### src/rtl/core/kmp_pattern_matcher_macros.svh
// ----------------------------------------------------------------------------
// KMP pattern matcher assertion macros
// Concurrent assertion wrappers; define ASSERT_OFF to compile them out.
// ----------------------------------------------------------------------------
`ifndef KMP_PATTERN_MATCHER_MACROS_SVH
`define KMP_PATTERN_MATCHER_MACROS_SVH
`ifndef ASSERT_OFF
// Check prop on every clock edge outside reset.
`define KMP_ASSERT(lbl, clk, rst_n, prop, msg) \
    lbl: assert property (@(posedge clk) disable iff (!rst_n) prop) else $error(msg);
// Check prop on every clock edge, reset included.
`define KMP_ASSERT_NR(lbl, clk, prop, msg) \
    lbl: assert property (@(posedge clk) prop) else $error(msg);
`else
`define KMP_ASSERT(lbl, clk, rst_n, prop, msg)
`define KMP_ASSERT_NR(lbl, clk, prop, msg)
`endif
`endif

### src/rtl/core/kmp_pkg.sv
// ----------------------------------------------------------------------------
// KMP matcher package
// Shared widths, command codes and the link-walk status type.
// ----------------------------------------------------------------------------
package kmp_pkg;

    localparam int PATTERN_MAX_DEF    = 32;
    localparam int POSITION_WIDTH_DEF = 16;

    localparam int DATA_W    = 8;
    localparam int START_W   = 16;
    localparam int COUNT_W   = 16;
    localparam int LEN_OUT_W = 6;

    localparam logic [COUNT_W-1:0] COUNT_MAX = {COUNT_W{1'b1}};

    localparam logic CMD_PATTERN = 1'b0;
    localparam logic CMD_TEXT    = 1'b1;

    // Status of one failure-link step
    typedef struct packed {
        logic done;   // walk ends with this step
        logic eq;     // stored byte equals the current byte
    } kmp_step_t;

endpackage

### src/rtl/core/kmp_in_if.sv
// ----------------------------------------------------------------------------
// KMP matcher input channel
// Valid/ready channel carrying one pattern or text byte per word.
// ----------------------------------------------------------------------------
interface kmp_in_if import kmp_pkg::*; ();

    logic              valid;
    logic              ready;
    logic              cmd;
    logic [DATA_W-1:0] data;
    logic              first;

    modport source (output valid, output cmd, output data, output first, input ready);
    modport sink   (input valid, input cmd, input data, input first, output ready);

endinterface

### src/rtl/core/kmp_out_if.sv
// ----------------------------------------------------------------------------
// KMP matcher result channel
// Valid/ready channel carrying one result word per input word.
// ----------------------------------------------------------------------------
interface kmp_out_if import kmp_pkg::*; ();

    logic                 valid;
    logic                 ready;
    logic                 match_found;
    logic [START_W-1:0]   match_start;
    logic [COUNT_W-1:0]   match_count;
    logic [LEN_OUT_W-1:0] pattern_length;
    logic                 pattern_overflow;

    modport source (
        output valid, output match_found, output match_start, output match_count,
        output pattern_length, output pattern_overflow, input ready
    );
    modport sink (
        input valid, input match_found, input match_start, input match_count,
        input pattern_length, input pattern_overflow, output ready
    );

endinterface

### src/rtl/core/kmp_pattern_matcher.sv
// ----------------------------------------------------------------------------
// KMP pattern matcher
// Streaming Knuth-Morris-Pratt matcher with online failure-table build.
// ----------------------------------------------------------------------------
// Takes one word at a time and returns exactly one result word for each. A
// pattern word (cmd 0) stores a byte and extends the failure table; a text word
// (cmd 1) advances the match and flags each completed occurrence, overlapping
// ones included, with its start position and a saturating count. first starts
// a new pattern or a new text. A word is accepted in S_IDLE, follows failure
// links in S_WALK, fetches the link of the whole pattern in S_TAIL when it
// completes an occurrence, and leaves in S_EMIT, which holds while the
// previous result still sits unread in the result register; the first byte of
// a pattern, a dropped pattern byte or a text byte against an empty pattern
// goes straight to S_EMIT. The walk uses the single compare-and-follow unit,
// which reads the pattern and failure memories through one registered read port.
// ready is high only between words; a finished result waits in its own
// register, so the next word is accepted while the previous result is unread.
// ----------------------------------------------------------------------------
module kmp_pattern_matcher import kmp_pkg::*; #(
    parameter int PATTERN_MAX    = PATTERN_MAX_DEF,
    parameter int POSITION_WIDTH = POSITION_WIDTH_DEF,
    localparam int LW = $clog2(PATTERN_MAX + 1),
    localparam int IW = $clog2(PATTERN_MAX)
) (
    input  logic      clk,
    input  logic      rst_n,
    kmp_in_if.sink    item,
    kmp_out_if.source result
);

    logic              pat_we;
    logic [IW-1:0]     pat_waddr;
    logic [DATA_W-1:0] pat_wdata;
    logic              fail_we;
    logic [IW-1:0]     fail_waddr;
    logic [IW-1:0]     fail_wdata;
    logic [LW-1:0]     rd_addr;
    logic [DATA_W-1:0] pat_rd;
    logic [IW-1:0]     fail_rd;
    logic [LW-1:0]     step_k;
    logic [DATA_W-1:0] step_data;
    kmp_step_t         step_flags;
    logic [LW-1:0]     step_k_new;

    kmp_ctrl #(
        .PATTERN_MAX    (PATTERN_MAX),
        .POSITION_WIDTH (POSITION_WIDTH)
    ) u_ctrl (
        .clk        (clk),
        .rst_n      (rst_n),
        .item       (item),
        .result     (result),
        .pat_we     (pat_we),
        .pat_waddr  (pat_waddr),
        .pat_wdata  (pat_wdata),
        .fail_we    (fail_we),
        .fail_waddr (fail_waddr),
        .fail_wdata (fail_wdata),
        .rd_addr    (rd_addr),
        .fail_rd    (fail_rd),
        .step_k     (step_k),
        .step_data  (step_data),
        .step_flags (step_flags),
        .step_k_new (step_k_new)
    );

    kmp_mem #(
        .PATTERN_MAX (PATTERN_MAX)
    ) u_mem (
        .clk        (clk),
        .pat_we     (pat_we),
        .pat_waddr  (pat_waddr),
        .pat_wdata  (pat_wdata),
        .fail_we    (fail_we),
        .fail_waddr (fail_waddr),
        .fail_wdata (fail_wdata),
        .rd_addr    (rd_addr),
        .pat_rd     (pat_rd),
        .fail_rd    (fail_rd)
    );

    kmp_step #(
        .PATTERN_MAX (PATTERN_MAX)
    ) u_step (
        .k       (step_k),
        .data    (step_data),
        .pat_rd  (pat_rd),
        .fail_rd (fail_rd),
        .flags   (step_flags),
        .k_new   (step_k_new)
    );

endmodule

### src/rtl/core/kmp_mem.sv
// ----------------------------------------------------------------------------
// KMP pattern and failure-link memories
// One write port each, one shared read address, registered read data.
// failure_mem[a] holds the border length of the first a+1 pattern bytes.
// ----------------------------------------------------------------------------
module kmp_mem import kmp_pkg::*; #(
    parameter int PATTERN_MAX = PATTERN_MAX_DEF,
    localparam int LW = $clog2(PATTERN_MAX + 1),
    localparam int IW = $clog2(PATTERN_MAX)
) (
    input  logic              clk,
    input  logic              pat_we,
    input  logic [IW-1:0]     pat_waddr,
    input  logic [DATA_W-1:0] pat_wdata,
    input  logic              fail_we,
    input  logic [IW-1:0]     fail_waddr,
    input  logic [IW-1:0]     fail_wdata,
    input  logic [LW-1:0]     rd_addr,
    output logic [DATA_W-1:0] pat_rd,
    output logic [IW-1:0]     fail_rd
);

    logic [DATA_W-1:0] pattern_mem [PATTERN_MAX];
    logic [IW-1:0]     failure_mem [PATTERN_MAX];

    logic [IW-1:0] pat_raddr;
    logic [IW-1:0] fail_raddr;

    // link of length k lives one entry down; length zero has no entry
    assign pat_raddr  = IW'(rd_addr);
    assign fail_raddr = (rd_addr == '0) ? '0 : IW'(rd_addr - 1'b1);

    always_ff @(posedge clk)
    begin
        if (pat_we)
        begin
            pattern_mem[pat_waddr] <= pat_wdata;
        end
        if (fail_we)
        begin
            failure_mem[fail_waddr] <= fail_wdata;
        end
        pat_rd  <= pattern_mem[pat_raddr];
        fail_rd <= failure_mem[fail_raddr];
    end

endmodule

### src/rtl/core/kmp_step.sv
// ----------------------------------------------------------------------------
// KMP link-walk step unit
// Compares the stored byte at length k with the current byte and either
// extends the match, stops at zero, or follows the failure link.
// ----------------------------------------------------------------------------
module kmp_step import kmp_pkg::*; #(
    parameter int PATTERN_MAX = PATTERN_MAX_DEF,
    localparam int LW = $clog2(PATTERN_MAX + 1),
    localparam int IW = $clog2(PATTERN_MAX)
) (
    input  logic [LW-1:0]     k,
    input  logic [DATA_W-1:0] data,
    input  logic [DATA_W-1:0] pat_rd,
    input  logic [IW-1:0]     fail_rd,
    output kmp_step_t         flags,
    output logic [LW-1:0]     k_new
);

    always_comb
    begin
        flags.eq = (pat_rd == data);
        if (flags.eq)
        begin
            flags.done = 1'b1;
            k_new      = k + 1'b1;
        end
        else if (k == '0)
        begin
            // link of length zero is minus one; the increment brings it back
            flags.done = 1'b1;
            k_new      = '0;
        end
        else
        begin
            flags.done = 1'b0;
            k_new      = LW'(fail_rd);
        end
    end

endmodule

### src/rtl/core/kmp_ctrl.sv
// ----------------------------------------------------------------------------
// KMP matcher sequencer
// Accepts one word at a time, drives the link walk over the memories,
// keeps length, border, match, position and count state and the result word.
// ----------------------------------------------------------------------------
`include "kmp_pattern_matcher_macros.svh"

module kmp_ctrl import kmp_pkg::*; #(
    parameter int PATTERN_MAX    = PATTERN_MAX_DEF,
    parameter int POSITION_WIDTH = POSITION_WIDTH_DEF,
    localparam int LW = $clog2(PATTERN_MAX + 1),
    localparam int IW = $clog2(PATTERN_MAX),
    localparam int PW = POSITION_WIDTH
) (
    input  logic              clk,
    input  logic              rst_n,
    kmp_in_if.sink            item,
    kmp_out_if.source         result,
    output logic              pat_we,
    output logic [IW-1:0]     pat_waddr,
    output logic [DATA_W-1:0] pat_wdata,
    output logic              fail_we,
    output logic [IW-1:0]     fail_waddr,
    output logic [IW-1:0]     fail_wdata,
    output logic [LW-1:0]     rd_addr,
    input  logic [IW-1:0]     fail_rd,
    output logic [LW-1:0]     step_k,
    output logic [DATA_W-1:0] step_data,
    input  kmp_step_t         step_flags,
    input  logic [LW-1:0]     step_k_new
);

    localparam logic [LW-1:0] LEN_FULL = LW'(PATTERN_MAX);

    typedef enum logic [1:0] {S_IDLE, S_WALK, S_TAIL, S_EMIT} state_t;

    state_t               state_reg, state_next;
    logic                 cmd_reg, cmd_next;
    logic [DATA_W-1:0]    byte_reg, byte_next;
    logic [LW-1:0]        k_reg, k_next;
    logic [LW-1:0]        len_reg, len_next;
    logic [LW-1:0]        border_reg, border_next;
    logic [LW-1:0]        matched_reg, matched_next;
    logic [PW-1:0]        pos_reg, pos_next;
    logic [PW-1:0]        item_pos_reg, item_pos_next;
    logic [COUNT_W-1:0]   count_reg, count_next;
    logic                 ovf_reg, ovf_next;
    logic                 hit_reg, hit_next;
    logic                 out_valid_reg, out_valid_next;
    logic                 found_reg, found_next;
    logic [START_W-1:0]   start_reg, start_next;
    logic [COUNT_W-1:0]   count_o_reg, count_o_next;
    logic [LEN_OUT_W-1:0] len_o_reg, len_o_next;
    logic                 ovf_o_reg, ovf_o_next;

    logic          accept;
    logic [PW-1:0] start_val;

    assign accept     = item.valid && item.ready;
    assign item.ready = (state_reg == S_IDLE);
    assign start_val  = item_pos_reg + PW'(1) - PW'(len_reg);

    assign step_k    = k_reg;
    assign step_data = byte_reg;
    assign rd_addr   = k_next;

    assign result.valid            = out_valid_reg;
    assign result.match_found      = found_reg;
    assign result.match_start      = start_reg;
    assign result.match_count      = count_o_reg;
    assign result.pattern_length   = len_o_reg;
    assign result.pattern_overflow = ovf_o_reg;

    always_comb
    begin
        logic [LW-1:0] eff_len;
        logic [LW-1:0] eff_match;
        logic [PW-1:0] eff_pos;

        eff_len        = item.first ? '0 : len_reg;
        eff_match      = item.first ? '0 : matched_reg;
        eff_pos        = item.first ? '0 : pos_reg;

        state_next     = state_reg;
        cmd_next       = cmd_reg;
        byte_next      = byte_reg;
        k_next         = k_reg;
        len_next       = len_reg;
        border_next    = border_reg;
        matched_next   = matched_reg;
        pos_next       = pos_reg;
        item_pos_next  = item_pos_reg;
        count_next     = count_reg;
        ovf_next       = ovf_reg;
        hit_next       = hit_reg;
        out_valid_next = out_valid_reg;
        found_next     = found_reg;
        start_next     = start_reg;
        count_o_next   = count_o_reg;
        len_o_next     = len_o_reg;
        ovf_o_next     = ovf_o_reg;

        pat_we     = 1'b0;
        pat_waddr  = IW'(eff_len);
        pat_wdata  = item.data;
        fail_we    = 1'b0;
        fail_waddr = IW'(len_reg);
        fail_wdata = IW'(step_k_new);

        if (result.valid && result.ready)
        begin
            out_valid_next = 1'b0;
        end

        case (state_reg)
            S_IDLE:
            begin
                if (accept)
                begin
                    cmd_next  = item.cmd;
                    byte_next = item.data;
                    hit_next  = 1'b0;
                    if (item.cmd == CMD_PATTERN)
                    begin
                        if (item.first)
                        begin
                            ovf_next     = 1'b0;
                            matched_next = '0;
                        end
                        len_next = eff_len;
                        if (eff_len == LEN_FULL)
                        begin
                            // store full: drop the byte
                            ovf_next   = 1'b1;
                            state_next = S_EMIT;
                        end
                        else
                        begin
                            pat_we = 1'b1;
                            if (eff_len == '0)
                            begin
                                fail_we     = 1'b1;
                                fail_waddr  = '0;
                                fail_wdata  = '0;
                                border_next = '0;
                                len_next    = LW'(1);
                                state_next  = S_EMIT;
                            end
                            else
                            begin
                                k_next     = border_reg;
                                state_next = S_WALK;
                            end
                        end
                    end
                    else
                    begin
                        item_pos_next = eff_pos;
                        pos_next      = eff_pos + 1'b1;
                        matched_next  = eff_match;
                        if (item.first)
                        begin
                            count_next = '0;
                        end
                        if (len_reg == '0)
                        begin
                            state_next = S_EMIT;
                        end
                        else
                        begin
                            k_next     = (eff_match >= len_reg) ? '0 : eff_match;
                            state_next = S_WALK;
                        end
                    end
                end
            end

            S_WALK:
            begin
                if (!step_flags.done)
                begin
                    k_next = step_k_new;
                end
                else if (cmd_reg == CMD_PATTERN)
                begin
                    fail_we     = 1'b1;
                    border_next = step_k_new;
                    len_next    = len_reg + 1'b1;
                    state_next  = S_EMIT;
                end
                else if (step_k_new == len_reg)
                begin
                    // full occurrence: fetch the link of the whole pattern
                    hit_next = 1'b1;
                    k_next   = len_reg;
                    if (count_reg != COUNT_MAX)
                    begin
                        count_next = count_reg + 1'b1;
                    end
                    state_next = S_TAIL;
                end
                else
                begin
                    matched_next = step_k_new;
                    state_next   = S_EMIT;
                end
            end

            S_TAIL:
            begin
                matched_next = LW'(fail_rd);
                state_next   = S_EMIT;
            end

            S_EMIT:
            begin
                // hold until the result register is free
                if (!out_valid_reg || result.ready)
                begin
                    out_valid_next = 1'b1;
                    found_next     = hit_reg;
                    start_next     = hit_reg ? START_W'(start_val) : '0;
                    count_o_next   = count_reg;
                    len_o_next     = LEN_OUT_W'(len_reg);
                    ovf_o_next     = ovf_reg;
                    state_next     = S_IDLE;
                end
            end

            default:
            begin
                state_next = S_IDLE;
            end
        endcase
    end

    always_ff @(posedge clk or negedge rst_n)
    begin
        if (!rst_n)
        begin
            state_reg     <= S_IDLE;
            cmd_reg       <= CMD_PATTERN;
            byte_reg      <= '0;
            k_reg         <= '0;
            len_reg       <= '0;
            border_reg    <= '0;
            matched_reg   <= '0;
            pos_reg       <= '0;
            item_pos_reg  <= '0;
            count_reg     <= '0;
            ovf_reg       <= 1'b0;
            hit_reg       <= 1'b0;
            out_valid_reg <= 1'b0;
            found_reg     <= 1'b0;
            start_reg     <= '0;
            count_o_reg   <= '0;
            len_o_reg     <= '0;
            ovf_o_reg     <= 1'b0;
        end
        else
        begin
            state_reg     <= state_next;
            cmd_reg       <= cmd_next;
            byte_reg      <= byte_next;
            k_reg         <= k_next;
            len_reg       <= len_next;
            border_reg    <= border_next;
            matched_reg   <= matched_next;
            pos_reg       <= pos_next;
            item_pos_reg  <= item_pos_next;
            count_reg     <= count_next;
            ovf_reg       <= ovf_next;
            hit_reg       <= hit_next;
            out_valid_reg <= out_valid_next;
            found_reg     <= found_next;
            start_reg     <= start_next;
            count_o_reg   <= count_o_next;
            len_o_reg     <= len_o_next;
            ovf_o_reg     <= ovf_o_next;
        end
    end

    `KMP_ASSERT(a_walk_in_range, clk, rst_n, state_reg == S_WALK |-> k_reg < len_reg, "walk index not below stored length")
    `KMP_ASSERT(a_match_bounded, clk, rst_n, state_reg == S_IDLE |-> matched_reg <= len_reg, "match state exceeds pattern length")
    `KMP_ASSERT(a_ovf_when_full, clk, rst_n, ovf_reg |-> len_reg == LEN_FULL, "overflow set while store not full")
    `KMP_ASSERT(a_count_monotonic, clk, rst_n, state_reg != S_IDLE |=> count_reg >= $past(count_reg), "match count dropped mid-word")
    `KMP_ASSERT_NR(a_no_result_in_reset, clk, !rst_n |-> !result.valid, "result valid during reset")

endmodule
### src/flat_wrapper.sv
// flat-port wrapper written by rule: the top's interface ports become plain ports
module kmp_pattern_matcher_flat import kmp_pkg::*;
#(
    parameter int PATTERN_MAX    = PATTERN_MAX_DEF,
    parameter int POSITION_WIDTH = POSITION_WIDTH_DEF,
    localparam int LW = $clog2(PATTERN_MAX + 1),
    localparam int IW = $clog2(PATTERN_MAX)
)
  (clk, rst_n, item_valid, item_cmd, item_data, item_first, item_ready, result_valid, result_match_found, result_match_start, result_match_count, result_pattern_length, result_pattern_overflow, result_ready);
  kmp_in_if item_i ();
  kmp_out_if result_i ();
  input  logic clk;
  input  logic rst_n;
  input wire logic [$bits(item_i.valid)-1:0] item_valid;
  input wire logic [$bits(item_i.cmd)-1:0] item_cmd;
  input wire logic [$bits(item_i.data)-1:0] item_data;
  input wire logic [$bits(item_i.first)-1:0] item_first;
  output wire logic [$bits(item_i.ready)-1:0] item_ready;
  output wire logic [$bits(result_i.valid)-1:0] result_valid;
  output wire logic [$bits(result_i.match_found)-1:0] result_match_found;
  output wire logic [$bits(result_i.match_start)-1:0] result_match_start;
  output wire logic [$bits(result_i.match_count)-1:0] result_match_count;
  output wire logic [$bits(result_i.pattern_length)-1:0] result_pattern_length;
  output wire logic [$bits(result_i.pattern_overflow)-1:0] result_pattern_overflow;
  input wire logic [$bits(result_i.ready)-1:0] result_ready;
  assign item_i.valid = item_valid;
  assign item_i.cmd = item_cmd;
  assign item_i.data = item_data;
  assign item_i.first = item_first;
  assign item_ready = item_i.ready;
  assign result_valid = result_i.valid;
  assign result_match_found = result_i.match_found;
  assign result_match_start = result_i.match_start;
  assign result_match_count = result_i.match_count;
  assign result_pattern_length = result_i.pattern_length;
  assign result_pattern_overflow = result_i.pattern_overflow;
  assign result_i.ready = result_ready;
  kmp_pattern_matcher #(.PATTERN_MAX(PATTERN_MAX), .POSITION_WIDTH(POSITION_WIDTH)) u_core (.clk(clk), .rst_n(rst_n), .item(item_i), .result(result_i));
endmodule
### config.mk
export PLATFORM = sky130hd
export DESIGN_NAME = kmp_pattern_matcher_flat
export DESIGN_NICKNAME = d
export VERILOG_FILES = /design/src/rtl/core/kmp_pkg.sv /design/src/rtl/core/kmp_in_if.sv /design/src/rtl/core/kmp_out_if.sv /design/src/rtl/core/kmp_pattern_matcher.sv /design/src/rtl/core/kmp_mem.sv /design/src/rtl/core/kmp_step.sv /design/src/rtl/core/kmp_ctrl.sv /design/src/flat_wrapper.sv
export VERILOG_INCLUDE_DIRS = /design/src /design/src/rtl/core
export SDC_FILE = /design/constraint.sdc
export NUM_CORES = 1
export LEC_CHECK = 0
export BUFFER_PORTS_ARGS = -buffer_cell sky130_fd_sc_hd__buf_2
export CAP_MARGIN = 0
export CELL_PAD_IN_SITES_DETAIL_PLACEMENT = 0
export CELL_PAD_IN_SITES_GLOBAL_PLACEMENT = 2
export CORE_MARGIN = 2
export CORE_UTILIZATION = 35
export CTS_BUF_LIST = sky130_fd_sc_hd__clkbuf_4
export DETAILED_ROUTE_END_ITERATION = 6
export PLACE_DENSITY = 0.76
export SLEW_MARGIN = 40
export SYNTH_ARGS = -nofsm -noshare
export SYNTH_HDL_FRONTEND = slang
export SYNTH_SLANG_ARGS = --single-unit
### constraint.sdc
create_clock -name clk -period 6.94 [get_ports clk]
set_clock_uncertainty 0.1 [all_clocks]
set_input_delay 1.388 -clock clk [delete_from_list [all_inputs] [get_ports clk]]
set_output_delay 1.388 -clock clk [all_outputs]
set_load 0.01 [all_outputs]
* After elaboration in Yosys (flattened, before gate mapping) *
Memory sizes are Yosys's and may differ from the RTL's. A register that Yosys moved wholly into a read port is not among the register bits.
Index checks and enable logic that the tools add are counted.

word-level totals
  memories kept = 2
  bits in writable memories = 416
  bits in registers = 126

operators by class
  bitwise operators = 1
  magnitude comparators = 1
  reductions and logical operators = 22
  $add $sub $neg = 7
  equality and inequality tests = 20
  muxes and demuxes = 91

memory list
  memory                    words  width  read ports  clocked after memory_dff  write ports  line           RTL
  u_core.u_mem.pattern_mem  32     8      1           1                         1            kmp_mem.sv:23  logic [DATA_W-1:0] pattern_mem [PATTERN_MAX];
  u_core.u_mem.failure_mem  32     5      1           1                         1            kmp_mem.sv:24  logic [IW-1:0] failure_mem [PATTERN_MAX];

operators by type and width
  cell                                              count
  2-to-1 mux 6 bit                                  28
  2-to-1 mux 16 bit                                 9
  2-to-1 mux 5 bit                                  12
  adder 16 x 1 -> 16 bit, second input constant     3
  one-hot mux 6 bit (2 select lines)                3
  one-hot mux 16 bit (2 select lines)               1
  2-to-1 mux 1 bit                                  27
  zero test 6 bit                                   4
  != test 2 bit, second input constant              11
  one-hot mux 6 bit (3 select lines)                1
  != test 16 bit, second input constant             1
  subtractor 16 x 6 -> 16 bit                       1
  AND reduction 5 bit                               3
  2-to-1 mux 2 bit                                  7
  adder 6 x 1 -> 6 bit, second input constant       2
  equality test 8 bit                               1
  one-hot mux 2 bit (4 select lines)                1
  AND reduction 8 bit                               1
  AND reduction 7 bit                               1
  equality test 6 bit                               1
  equality test 6 bit, second input constant        1
  greater-or-equal comparator 6 bit                 1
  AND reduction 3 bit                               2
  subtractor 5 x 1 -> 5 bit, second input constant  1
  13 further kinds                                  19

* Longest topological paths before layout *
  depth in word-level cells = 10
  depth in mapped cells = 26
  depth with buffers taken out = 21

* Modules after synthesis *
From an unflattened synthesis, not the netlist that was laid out.

second synthesis, totals
  cell total of the unflattened synthesis = 1770
  area total of the unflattened synthesis = 24587.3 um2

by module, submodules not included
  module    area each (um2)  cells each  seq. area each (um2)  times used
  kmp_mem   17314.1          942         12752.2               1
  kmp_ctrl  6976.7           787         3153.0                1
  kmp_step  296.5            41          0.0                   1

* Least setup slack after synthesis *
No wires, ideal clock.

  kind = input to register
  start = input item_first
  end = register u_core.u_mem.fail_rd[3] (read register of u_core.u_mem.failure_mem)
  buffers on the path = 7
  required time = 6.705 ns
  path slack = 0.785 ns
  library setup time = 0.135 ns
  stages = 23
  arrival time = 5.920 ns
  path through = clkbuf_1 clkbuf_1 nor2_1 ha_1 a221oi_1 nor3_1 o41a_1 a2111oi_0 a221o_1 a311o_2 inv_2 buf_2 buf_2 buf_2 ha_1 clkbuf_1 clkinv_1 nor2_1 a21oi_2 buf_2 o221a_2 a22oi_1 a41oi_1

on the way
  cells in the longest elaborated chain, start to end = 9
  elaborated cells between the ends (all ways) = 15
  those cells by class = 1 x add/sub; 1 x order compare; 1 x eq/ne; 10 x mux; 2 x reduce/logical

ends and longest elaborated chain
  what                                                                  line                              RTL
  from (decl)                                                           flat_wrapper.sv:17                input wire logic [$bits(item_i.first)-1:0] item_first;
  2-to-1 mux 6 bit (on tied branches)                                   --
  greater-or-equal comparator 6 bit or zero test 6 bit (tied branches)  kmp_ctrl.sv:171, kmp_ctrl.sv:140
  2-to-1 mux 6 bit (on tied branches)                                   kmp_ctrl.sv:171, kmp_ctrl.sv:140
  2-to-1 mux 6 bit (on tied branches)                                   kmp_ctrl.sv:165, kmp_ctrl.sv:131
  2-to-1 mux 6 bit *                                                    kmp_ctrl.sv:123                   if (item.cmd == CMD_PATTERN)
  2-to-1 mux 6 bit *                                                    kmp_ctrl.sv:118                   if (accept)
  one-hot mux 6 bit (2 select lines) *                                  kmp_ctrl.sv:115                   case (state_reg)
  subtractor 5 x 1 -> 5 bit or zero test 6 bit (tied branches)          kmp_mem.sv:31                     assign fail_raddr = (rd_addr == '0) ? '0 : IW'(rd_addr - 1'b1);
  2-to-1 mux 5 bit *                                                    kmp_mem.sv:31
  to (decl)                                                             kmp_mem.sv:20                     output logic [IW-1:0] fail_rd

Mark *: on every way between the ends. The rest lies on a longest branch, timed or not.
A chain may end at the register's enable or synchronous reset.

* Worst setup path in the final report *
  start = register u_core.u_ctrl.len_reg[1]
  end = register u_core.u_mem.fail_rd[1] (read register of u_core.u_mem.failure_mem)

on the way
  cells in the longest elaborated chain, start to end = 9
  elaborated cells between the ends (all ways) = 19
  those cells by class = 1 x add/sub; 1 x order compare; 2 x eq/ne; 12 x mux; 3 x reduce/logical

ends and longest elaborated chain
  what                                                                       line             RTL
  from (decl)                                                                kmp_ctrl.sv:41   logic [LW-1:0] len_reg, len_next;
  from (signal assigned)                                                     kmp_ctrl.sv:266  len_reg <= len_next;
  branches (longest 6 deep; another with greater-or-equal comparator 6 bit)  --
  one-hot mux 6 bit (2 select lines) *                                       kmp_ctrl.sv:115
  subtractor 5 x 1 -> 5 bit or zero test 6 bit (tied branches)               kmp_mem.sv:31
  2-to-1 mux 5 bit *                                                         kmp_mem.sv:31

Mark *: on every way between the ends.

==> impl_metrics.prom <==
# TYPE chip_impl_metric gauge
chip_impl_info{name="result_of_the_run",value="complete, no violations"} 1
chip_impl_metric{name="design.die.area",unit="um^2"} 72700
chip_impl_info{name="critical_path.reg2reg.startpoint",value="u_core.u_ctrl.len_reg[1]"} 1
chip_impl_metric{name="fin_area",unit="um^2"} 28000
chip_impl_metric{name="drt_iter0_drc",unit=""} 1643
chip_impl_metric{name="crit_share_post_route",unit="%"} 88.2
chip_impl_metric{name="postCtsHoldBufs",unit=""} 0
chip_impl_metric{name="path_clk_slew",unit="ps"} 70
chip_impl_info{name="worst_setup_path_end_kind",value="flip-flop"} 1
chip_impl_metric{name="synth-edff-count",unit=""} 416
chip_impl_metric{name="drive_above_1_share",unit="%"} 17.7
chip_impl_metric{name="postCtsSetupBuffers",unit=""} 0
chip_impl_metric{name="finalNonFillerCells",unit=""} 3291
chip_impl_metric{name="grt_first_pass_wirelength",unit="um"} 104000
chip_impl_metric{name="power_leakage",unit="nW"} 10.4
chip_impl_metric{name="syn_inst",unit=""} 2111
chip_impl_metric{name="timing.critical_path.arrival",unit="ps"} 6910
chip_impl_metric{name="grt_pass1_vias",unit=""} 17206
chip_impl_metric{name="gr-usage-all-layers",unit="%"} 18.6
chip_impl_info{name="cts_tree",value="built"} 1
chip_impl_metric{name="finish.net_count",unit=""} 2289
chip_impl_metric{name="postSynthNetCount",unit=""} 2161
chip_impl_info{name="startpoint_kind_of_the_worst_setup_timing_path",value="flip-flop"} 1
chip_impl_metric{name="dp_cells",unit=""} 3025
chip_impl_metric{name="setup_tns",unit="ps"} 0
chip_impl_metric{name="synthesis.area",unit="um^2"} 24700
chip_impl_metric{name="top_level_pins",unit=""} 56
chip_impl_metric{name="place_hpwl",unit="um"} 41800
chip_impl_metric{name="wirelength",unit="um"} 67800
chip_impl_metric{name="synth-seq-cells",unit=""} 555
chip_impl_metric{name="max_slew.worst_pin.slew",unit="ps"} 826
chip_impl_metric{name="setup_viol",unit=""} 0
chip_impl_metric{name="port_buffers",unit=""} 55
chip_impl_metric{name="tritoncts_num_sinks",unit=""} 555
chip_impl_info{name="synthMostInstantiatedCell",value="sky130_fd_sc_hd__nand2_1"} 1
chip_impl_metric{name="synth_sequential_area_ratio",unit="%"} 64.4
chip_impl_metric{name="synthDistinctLibCells",unit=""} 96
chip_impl_metric{name="power_per_cell_area",unit="nW/um^2"} 532
chip_impl_metric{name="final_hold_viol_count",unit=""} 0
chip_impl_metric{name="dpl_cell_area",unit="um^2"} 26000
chip_impl_metric{name="max-slew-margin-rel",unit="%"} 44.7
chip_impl_metric{name="drv_cap",unit=""} 0
chip_impl_metric{name="flip_flop_count_of_the_largest_register_after_layout",unit=""} 256
chip_impl_metric{name="h-tree-depth",unit=""} 4
chip_impl_metric{name="initial_standard_cell_utilization_of_the_core",unit="%"} 35.3
chip_impl_metric{name="fp-row-count",unit=""} 97
chip_impl_metric{name="place.gp.congestion",unit=""} 0.879
chip_impl_metric{name="syn_to_layout_area_delta",unit="%"} 13.4
chip_impl_metric{name="grt_start_max_net_pins",unit=""} 131
chip_impl_info{name="hp-class",value="in2async"} 1
chip_impl_info{name="synth.top_cells.by_count",value="sky130_fd_sc_hd__nand2_1 (431), sky130_fd_sc_hd__edfxtp_1 (416), sky130_fd_sc_hd__nor2_1 (167)"} 1
chip_impl_metric{name="fin_crit",unit="ps"} 6120
chip_impl_metric{name="syn_avg_cell_area",unit="um^2"} 11.7
chip_impl_info{name="max_flop_register",value="u_core.u_mem.pattern_mem"} 1
chip_impl_info{name="setup_repair_after_global_routing_missed_its_margin",value="no"} 1
chip_impl_metric{name="fillers",unit=""} 6798
chip_impl_info{name="criticalPathCategory",value="reg2reg"} 1
chip_impl_metric{name="fmaxAchievable",unit="GHz"} 0.163
chip_impl_metric{name="placeableCoreArea",unit="um^2"} 69900
chip_impl_metric{name="dr_total_vias",unit=""} 17412
chip_impl_metric{name="post_dr_wirelength_cell",unit="um"} 20.6
chip_impl_metric{name="design_power_total",unit="mW"} 14.9
chip_impl_metric{name="async_flop_share",unit="%"} 22.7
chip_impl_info{name="yosys.area.top_type",value="sky130_fd_sc_hd__edfxtp_1"} 1
chip_impl_metric{name="global_route.overflow_total",unit=""} 0
chip_impl_metric{name="drtPass1Iterations",unit=""} 6
chip_impl_metric{name="clock_tree_buf_depth",unit=""} 3
chip_impl_info{name="ctsRootBufferMaster",value="sky130_fd_sc_hd__clkbuf_4"} 1
chip_impl_metric{name="die_height",unit="um"} 270
chip_impl_metric{name="tritoncts.num_buffers",unit=""} 150
chip_impl_metric{name="drc",unit=""} 0
chip_impl_metric{name="die_width",unit="um"} 270
chip_impl_info{name="critical_path.startpoint",value="u_core.u_ctrl.len_reg[1]"} 1
chip_impl_metric{name="maxSlewViolCount",unit=""} 0
chip_impl_metric{name="critical_path_required",unit="ps"} 7730
chip_impl_info{name="synth_top_flop_cell",value="sky130_fd_sc_hd__edfxtp_1"} 1
chip_impl_metric{name="power.ir.vdd_worst",unit="V"} 0.000434
chip_impl_metric{name="finalHoldWorstSlack",unit="ps"} 354
chip_impl_metric{name="synth_largest_type_area_fraction",unit="%"} 50.6
chip_impl_metric{name="grt_antenna_before_repair",unit=""} 2
chip_impl_metric{name="post_drt_via_cell_ratio",unit=""} 5.29
chip_impl_metric{name="synth_warnings",unit=""} 0
chip_impl_info{name="post_synth_main_area_contributors",value="sky130_fd_sc_hd__edfxtp_1 (51%), sky130_fd_sc_hd__dfrtp_1 (13%), sky130_fd_sc_hd__nand2_1 (6.6%)"} 1
chip_impl_info{name="largestRegisters",value="u_core.u_mem.pattern_mem: 256 flops, u_core.u_mem.failure_mem: 160 flops"} 1
chip_impl_metric{name="ant_nets",unit=""} 0
chip_impl_metric{name="timing.critical_path.fanout_max",unit=""} 27
chip_impl_metric{name="number_of_instances_resized_during_post_cts_repair",unit=""} 0
chip_impl_metric{name="worst_skew_pair.late_latency",unit="ps"} 980
==> layout by cell type, fill, tap and decap left out, drive strengths merged, types with 31 or more instances in the layout <==
master,count
clkinv,40
ha,35
buf,92
a21oi,71
a311oi,52
inv,58
nor2,169
nand2,432
a31oi,35
clkbuf,223
nor3,35
edfxtp,416
xnor2,33
o21ai,81
nand3,107
and3,41
mux2,31
dfrtp,126
==> area by class of cell <==
cell class / instances / area (um^2) / share of cell area (%)
Antenna cell: 1 / 2.50 / 0.00894
Tap cell: 940 / 1180 / 4.20
Timing Repair Buffer: 94 / 647 / 2.31
Sequential cell: 555 / 15900 / 56.8
Multi-Input combinational cell: 1379 / 8110 / 29.0
Clock buffer: 221 / 1660 / 5.93
Clock inverter: 42 / 258 / 0.921
Inverter: 59 / 224 / 0.800
==> per-layer routing <==
metal | vias to the layer above | track usage, % | part of all wire (%)
li1 | 8104 | - | -
met1 | 8565 | 26.0 | 46
met2 | 630 | 27.7 | 45
met3 | 111 | 4.76 | 6.8
met4 | 2 | 6.96 | 2.3
met5 | - | 0 | 0.019
==> path summary, 6_finish.rpt <==
path / end / slack (ps) / depth (start not counted)
worst max-delay path: u_core.u_mem.fail_rd[1] / 820 / 18
worst min-delay path: u_core.u_ctrl.item_pos_reg[6] / 350 / 1
max in group asynchronous: u_core.u_ctrl.step_k[1] / 5250 / 2
worst min register to register: u_core.u_ctrl.result.pattern_length[1] / 380 / 2
worst max register to register: u_core.u_mem.fail_rd[1] / 820 / 18
min in group clk: u_core.u_ctrl.result.pattern_length[1] / 380 / 2
==> power breakdown <==
| group | total, mW | leakage [nW] | switching (mW) | internal (mW) |
|---|---|---|---|---|
| combinational | 7.66 | 3.80 | 5.12 | 2.55 |
| clock | 2.90 | 1.14 | 1.39 | 1.51 |
| sequential | 4.33 | 5.48 | 0.266 | 4.06 |
| total | 14.9 | 10.4 | 6.77 | 8.12 |
==> stage by stage <==
stage	utilization (%)	setup slack, ps
5_1_grt	40.0	648
2_1_floorplan	-	785
3_5_place_dp	37.2	423
3_3_place_gp	37.1	493
6_report	40.0	821
4_1_cts	40.0	961
==> logic make-up (layout without fill, tap and decap cells) <==
group | Yosys count | after routing | share of synthesized area, %
mux | 52 | 52 | 2.27
compound gates | 401 | 401 | 11.8
buf+inv | 177 | 416 | 2.97
flops | 555 | 555 | 64.4
xor+xnor | 54 | 54 | 1.92
simple gates | 836 | 836 | 14.8
fa+ha+maj | 36 | 36 | 1.86
other cells | 0 | 1 | 0
==> critical path, cell delays in order, from the launching register on <==
cell	delay, ps
sky130_fd_sc_hd__dfrtp_1	720
sky130_fd_sc_hd__inv_1	330
sky130_fd_sc_hd__ha_1	280
sky130_fd_sc_hd__a31oi_1	680
sky130_fd_sc_hd__o31ai_1	220
sky130_fd_sc_hd__a32oi_1	420
sky130_fd_sc_hd__a21boi_0	370
sky130_fd_sc_hd__a41oi_4	60
sky130_fd_sc_hd__clkinv_2	300
sky130_fd_sc_hd__ha_1	220
sky130_fd_sc_hd__inv_1	50
sky130_fd_sc_hd__nor2_1	120
sky130_fd_sc_hd__o211ai_2	130
sky130_fd_sc_hd__a21oi_4	410
sky130_fd_sc_hd__nand2_4	340
sky130_fd_sc_hd__o2bb2ai_1	230
sky130_fd_sc_hd__a2111oi_0	700
sky130_fd_sc_hd__nor4bb_1	140
sky130_fd_sc_hd__a31oi_1	180
Note: power is estimated with default switching activity, not from simulation.
